--- config.mk ---
export PLATFORM = sky130hd
export DESIGN_NAME = tss_control
export DESIGN_NICKNAME = d
export VERILOG_FILES = /design/src/hdl/tss_pkg.sv /design/src/hdl/tss_control.sv
export SDC_FILE = /design/constraint.sdc
export NUM_CORES = 1
export LEC_CHECK = 0
export ABC_AREA = 1
export BUFFER_PORTS_ARGS = -buffer_cell sky130_fd_sc_hd__buf_2
export CELL_PAD_IN_SITES_DETAIL_PLACEMENT = 1
export CELL_PAD_IN_SITES_GLOBAL_PLACEMENT = 1
export CORE_MARGIN = 5
export CORE_UTILIZATION = 25
export CTS_CLUSTER_DIAMETER = 150
export DETAILED_ROUTE_END_ITERATION = 7
export HOLD_SLACK_MARGIN = 0.06
export PLACE_DENSITY_LB_ADDON = 0.1
export SLEW_MARGIN = 20
export SYNTH_ARGS = -nofsm -noshare
export SYNTH_HDL_FRONTEND = slang
export SYNTH_SLANG_ARGS = --single-unit
--- constraint.sdc ---
create_clock -name i_clk -period 4.7 [get_ports i_clk]
set_input_delay 0.235 -clock i_clk [delete_from_list [all_inputs] [get_ports i_clk]]
set_output_delay 0.235 -clock i_clk [all_outputs]
set_load 0.01 [all_outputs]
--- src/hdl/tss_pkg.sv ---
`default_nettype none
package tss_pkg;

    localparam int MAX_ROWS   = 64;
    localparam int ROW_W      = 6;
    localparam int CNT_W      = 7;
    localparam int FRAC_W     = 24;
    localparam int DIV_W      = 56;
    localparam int DIV_CNT_W  = 6;

    localparam logic signed [31:0] RESET_MAIN  = 32'sh0200_0000;
    localparam logic signed [31:0] RESET_LOWER = -32'sh0100_0000;
    localparam logic signed [31:0] RESET_UPPER = -32'sh0100_0000;

    localparam logic [1:0] REG_MAIN  = 2'd0;
    localparam logic [1:0] REG_LOWER = 2'd1;
    localparam logic [1:0] REG_UPPER = 2'd2;

    typedef struct packed {
        logic signed [31:0] rhs_value;
        logic               last_item;
    } t_in_word;

    typedef struct packed {
        logic signed [31:0] solution_value;
        logic [5:0]         solution_index;
        logic               last_result;
        logic               singular_flag;
    } t_out_word;

    typedef enum logic [4:0] {
        ST_IDLE,
        ST_ROW0_DIV,
        ST_RATIO_DIV,
        ST_RATIO_WAIT,
        ST_PIVOT_MUL,
        ST_PIVOT_SUB,
        ST_YPREV_RD,
        ST_Y_MUL,
        ST_Y_SUB,
        ST_Y_DIV,
        ST_Y_WAIT,
        ST_ROW_WR,
        ST_BS_RD,
        ST_BS_MUL,
        ST_BS_SUB,
        ST_OUT_RD,
        ST_OUT_LOAD,
        ST_OUT_HOLD,
        ST_CLEAR
    } t_state;

    // datapath commands
    typedef struct packed {
        logic       load_in;      // latch rhs word and last flag
        logic       pivot_main;   // pivot <= b
        logic       div_start;
        logic       div_ratio;    // 1: c/pivot, 0: acc/pivot (or f/b on row 0)
        logic       div_rhs;      // numerator is latched rhs
        logic       ratio_save;   // ratio reg <= quotient
        logic       mul_ratio;    // mul a*ratio
        logic       mul_ya;       // mul a*y_prev
        logic       mul_bs;       // mul ratio[i+1]*y[i+1]
        logic       pivot_sub;    // pivot <= sat(b - prod)
        logic       acc_sub;      // acc  <= sat(f - prod)
        logic       y_save;       // y reg <= quotient
        logic       wr_row;       // write stores at row
        logic       rd_prev;      // read y store at row-1
        logic       rd_bs;        // read stores at idx+1 and y at idx
        logic       bs_write;     // y[idx] <= sat(y[idx] - prod)
        logic       rd_out;       // read y at idx
        logic       out_load;
        logic       row_inc;
        logic       clr_run;
        logic [5:0] idx;
    } t_cmd;

    typedef struct packed {
        logic       div_done;
        logic [6:0] row_count;
        logic       last;
    } t_status;

    function automatic logic signed [31:0] sat32(input logic signed [65:0] v);
        if (v > 66'sd2147483647)       return 32'sh7fff_ffff;
        else if (v < -66'sd2147483648) return 32'sh8000_0000;
        else                           return v[31:0];
    endfunction

endpackage
`default_nettype wire

--- src/hdl/tss_control.sv ---
`default_nettype none
module tss_control (
    input  wire logic            i_clk,
    input  wire logic            i_rst_n,
    input  wire logic            i_in_valid,
    output logic                 o_in_ready,
    output logic                 o_out_valid,
    input  wire logic            i_out_ready,
    input  wire tss_pkg::t_status i_status,
    output tss_pkg::t_cmd        o_cmd
);
    import tss_pkg::*;

    t_state           r_state, n_state;
    logic [ROW_W-1:0] r_idx, n_idx;
    logic             r_out_valid, n_out_valid;

    always_ff @(posedge i_clk) begin
        if (!i_rst_n) begin
            r_state     <= ST_IDLE;
            r_idx       <= '0;
            r_out_valid <= 1'b0;
        end else begin
            r_state     <= n_state;
            r_idx       <= n_idx;
            r_out_valid <= n_out_valid;
        end
    end

    always_comb begin
        n_state     = r_state;
        n_idx       = r_idx;
        n_out_valid = r_out_valid;
        o_cmd       = '0;
        o_cmd.idx   = r_idx;
        o_in_ready  = 1'b0;
        unique case (r_state)
            ST_IDLE: begin
                o_in_ready = 1'b1;
                if (i_in_valid) begin
                    o_cmd.load_in = 1'b1;
                    if (i_status.row_count == '0) begin
                        o_cmd.pivot_main = 1'b1;
                        n_state = ST_ROW0_DIV;
                    end else begin
                        n_state = ST_RATIO_DIV;
                    end
                end
            end
            ST_ROW0_DIV: begin
                o_cmd.div_start = 1'b1;
                o_cmd.div_rhs   = 1'b1;
                n_state = ST_Y_WAIT;
            end
            ST_RATIO_DIV: begin
                o_cmd.div_start = 1'b1;
                o_cmd.div_ratio = 1'b1;
                n_state = ST_RATIO_WAIT;
            end
            ST_RATIO_WAIT: begin
                if (i_status.div_done) begin
                    o_cmd.ratio_save = 1'b1;
                    n_state = ST_PIVOT_MUL;
                end
            end
            ST_PIVOT_MUL: begin
                o_cmd.mul_ratio = 1'b1;
                o_cmd.rd_prev   = 1'b1;
                n_state = ST_PIVOT_SUB;
            end
            ST_PIVOT_SUB: begin
                o_cmd.mul_ya    = 1'b1;
                n_state = ST_YPREV_RD;
            end
            ST_YPREV_RD: begin
                // r_prod holds a*ratio now
                o_cmd.pivot_sub = 1'b1;
                n_state = ST_Y_SUB;
            end
            ST_Y_MUL: begin
                n_state = ST_Y_SUB;
            end
            ST_Y_SUB: begin
                o_cmd.acc_sub = 1'b1;
                n_state = ST_Y_DIV;
            end
            ST_Y_DIV: begin
                o_cmd.div_start = 1'b1;
                n_state = ST_Y_WAIT;
            end
            ST_Y_WAIT: begin
                if (i_status.div_done) begin
                    o_cmd.y_save = 1'b1;
                    n_state = ST_ROW_WR;
                end
            end
            ST_ROW_WR: begin
                o_cmd.wr_row  = 1'b1;
                o_cmd.row_inc = 1'b1;
                if (i_status.last) begin
                    if (i_status.row_count == '0) begin
                        n_idx   = '0;
                        n_state = ST_OUT_RD;
                    end else begin
                        n_idx   = i_status.row_count[ROW_W-1:0] - 1'b1;
                        n_state = ST_BS_RD;
                    end
                end else begin
                    n_state = ST_IDLE;
                end
            end
            ST_BS_RD: begin
                o_cmd.rd_bs = 1'b1;
                n_state = ST_BS_MUL;
            end
            ST_BS_MUL: begin
                o_cmd.mul_bs = 1'b1;
                n_state = ST_BS_SUB;
            end
            ST_BS_SUB: begin
                if (i_status.div_done == 1'b0) begin
                    n_state = ST_CLEAR;
                end
            end
            ST_CLEAR: begin
                o_cmd.bs_write = 1'b1;
                if (r_idx == '0) begin
                    n_state = ST_OUT_RD;
                end else begin
                    n_idx   = r_idx - 1'b1;
                    n_state = ST_BS_RD;
                end
            end
            ST_OUT_RD: begin
                o_cmd.rd_out = 1'b1;
                n_state = ST_OUT_LOAD;
            end
            ST_OUT_LOAD: begin
                o_cmd.out_load = 1'b1;
                n_out_valid    = 1'b1;
                n_state = ST_OUT_HOLD;
            end
            ST_OUT_HOLD: begin
                if (i_out_ready) begin
                    n_out_valid = 1'b0;
                    if (r_idx == i_status.row_count[ROW_W-1:0] - 1'b1) begin
                        o_cmd.clr_run = 1'b1;
                        n_idx   = '0;
                        n_state = ST_IDLE;
                    end else begin
                        n_idx   = r_idx + 1'b1;
                        n_state = ST_OUT_RD;
                    end
                end
            end
            default: n_state = ST_IDLE;
        endcase
    end

    assign o_out_valid = r_out_valid;

    a_ready_idle: assert property (@(posedge i_clk) disable iff (!i_rst_n)
        o_in_ready |-> (r_state == ST_IDLE)) else $error("ready outside idle");
    a_valid_hold: assert property (@(posedge i_clk) disable iff (!i_rst_n)
        o_out_valid |-> (r_state == ST_OUT_HOLD)) else $error("valid outside hold");
    a_no_overlap: assert property (@(posedge i_clk) disable iff (!i_rst_n)
        !(o_in_ready && o_out_valid)) else $error("input taken while output pending");

endmodule
`default_nettype wire

==> metrics.txt <==
Reg area=240.2 µm²; Leak Pwr=about 0.00089 µW; area share of the largest cell type after synthesis=17.19%; CTS Sinks=12; # diodes=0; FF-to-FF Start=r_state[1]$_SDFFE_PN0P_; fin crit share=42.05%; hold path cells=3; Slew Limit Fails=0; final instance area=1685 µm²; FF-to-FF End=r_idx[0]$_SDFFE_PN0P_; CP bufs+invs=3; min cycle time layout=1976 ps; grt ovf=0; Critical Path RT=4470 ps; DRT Wirelength=4787 µm; CTS H-Tree Depth=1; DR iter-0 viols=37; Worst setup EP type=primary output; CP startpoint kind=primary input; crit path max fanout=7; PortBufs=40; unrepaired setup endpoints after global routing=false; # IOs=41; layout cells sized above 1=29.21%; CP delay by family, top=simple AND/OR/NAND/NOR gates; Syn Nets=roughly 250; maximum clock insertion buffer count=2; setup bufs post-CTS=0; Setup CP Type=primary input to primary output; Setup TNS=0 ps; CTS tree=built; number of synthesized flops with an enable pin=0; CTS buffer count=3; Row Count=27; R2R Setup Slk=2900 ps; DRC viols=0; post-detail-place hpwl=4016 µm; Fillers=753; Hold Buf Count CTS=0; CP max-delay cell=ha_1; post-layout util=between 30% and 40%; status=completed; P&R area growth vs syn=20.59%; highest cell delay on the worst timing path=310 ps; fraction of registers with async set/reset=0%; Overall Global Routing Usage=13.56%; Pwr per Cell Area=293.0 nW/µm²; GP Congestion=roughly 0.83; clk_lat worst skew=around 240 ps; Reg2Reg Depth=9; Post-Syn Area=around 1400 µm²; synth top area cells=dfxtp_1, nand2_1, nand3_1; Final Setup Violations=0; Finished Layout Cells=339; slew at the pin closest to its max-slew limit=580.1 ps; #FFs+latches synth=12; total power=493.8 µW; Post-layout nets=285; Clock Skew=7.604 ps; most frequent cells in the layout=nand2_1, buf_2, inv_1; Worst Hold Launch=i_rst_n; Core Area=around 5500 µm²; DR vias=1557; instance count of the mapped netlist=230; Seq/Total Area, Yosys=about 17%; vias in the first global route=1602; Final Hold Fails=0; arrival time at the worst endpoint=1740 ps; antenna violations before repair=0; Die Wd=84.77 µm; commonest non-fill, non-tap cell in the layout=nand2_1; die height=84.77 µm; FMAX=0.5060 GHz; Routed Antenna Nets=0; Max IR drop VDD=between 100 and 150 µV; die area=7186 µm²; max cap viols=0; Yosys top cell by area=dfxtp_1; DR pass1 iterations=4; CTS root buffer=clkbuf_8; Top FF cell, synth=dfxtp_1; post_cts resized=0; Initial Util=about a quarter; DP Cell Count=336; Vias/cell=approximately 4.6; crit-path cells=buf_2 -> inv_2 -> ha_1 -> nand2_1 -> nand3_1 -> nand2_1 -> nor2_1 -> nand2_1 -> nor2_1 -> nand2_2 -> nor2_1 -> buf_2; hold endpoint=r_idx[1]$_SDFFE_PN0P_; Post-DP Area=1644 µm²; largest net degree at the start of global routing=10; Distinct cells, synth=37; syn avg cell area=a little over 6 µm²; clock slew at reported path FFs=60 ps; Max-slew headroom=between 60 and 70%; start point of the critical path=i_status[1]; mean routed wirelength per cell=14.12 µm; first-pass GRT wire length=8066 µm; Worst Hold Class=primary input to flip-flop; YS warnings=0; area occupied by multi-input gates=962.2 µm²
worst max path at each step:
stage                              endpoint  slack, ps  cells past startpoint
floorplan             r_idx[4]$_SDFFE_PN0P_       3120                      9
global placement    r_state[0]$_SDFFE_PN0P_       2640                     14
detailed placement  r_state[0]$_SDFFE_PN0P_       2640                     14
CTS                                o_cmd[6]       2700                     12
global route                       o_cmd[6]       2590                     12
finish                             o_cmd[6]       2720                     12
through the flow:
stage                     worst slack, ps  hold WS [ps]
after CTS                            2699         303.8
after detailed placement             2639         489.9
after floorplan                      3121         376.7
final                                2724         303.0
after global routing                 2588         317.1
after global placement               2640         483.4
logic make-up after synthesis:
kind of cell / share of synthesized area (%)
fa+ha+maj: 2.686
xor+xnor: 3.760
simple gates: 48.88
flops: 17.19
compound gates: 13.52
buf+inv: 13.96
routing by layer:
layer	global-route usage, %	routed length, µm	up-vias
met5	0	0	-
met4	2.302	19	0
met3	1.963	173	2
met2	20.00	2001	27
met1	20.85	2594	702
li1	-	-	826
worst min-delay path: stages:
cell	delay, ps
buf_2	140
o21ai_1	80
a31oi_1	40
area by class of cell:
cell class / count / area share [%]
tap: 72 / 5.345
clock buffer: 3 / 2.450
inverter: 39 / 8.983
sequential: 12 / 14.25
timing repair buffer: 40 / 11.88
multi-input combinational: 173 / 57.09
flip-flops by register name, indices dropped and copies added (netlist names):
name         cells
o_out_valid      1
r_idx            6
r_state          5
report_power, final:
part           internal, µW  switching, µW
sequential              113           21.7
clock                  56.6           40.5
combinational          87.8            174
Yosys cell counts (4+ instances only):
master,instances
nand2_1,43
nor2_2,4
nor2_1,28
nand4_1,5
a31oi_1,5
nor3_1,6
nand3_1,25
inv_2,9
dfxtp_1,12
o21ai_1,6
nand2_2,5
a21oi_1,13
inv_1,29
xor2_1,6
Note: power is estimated with default switching activity, not from simulation.
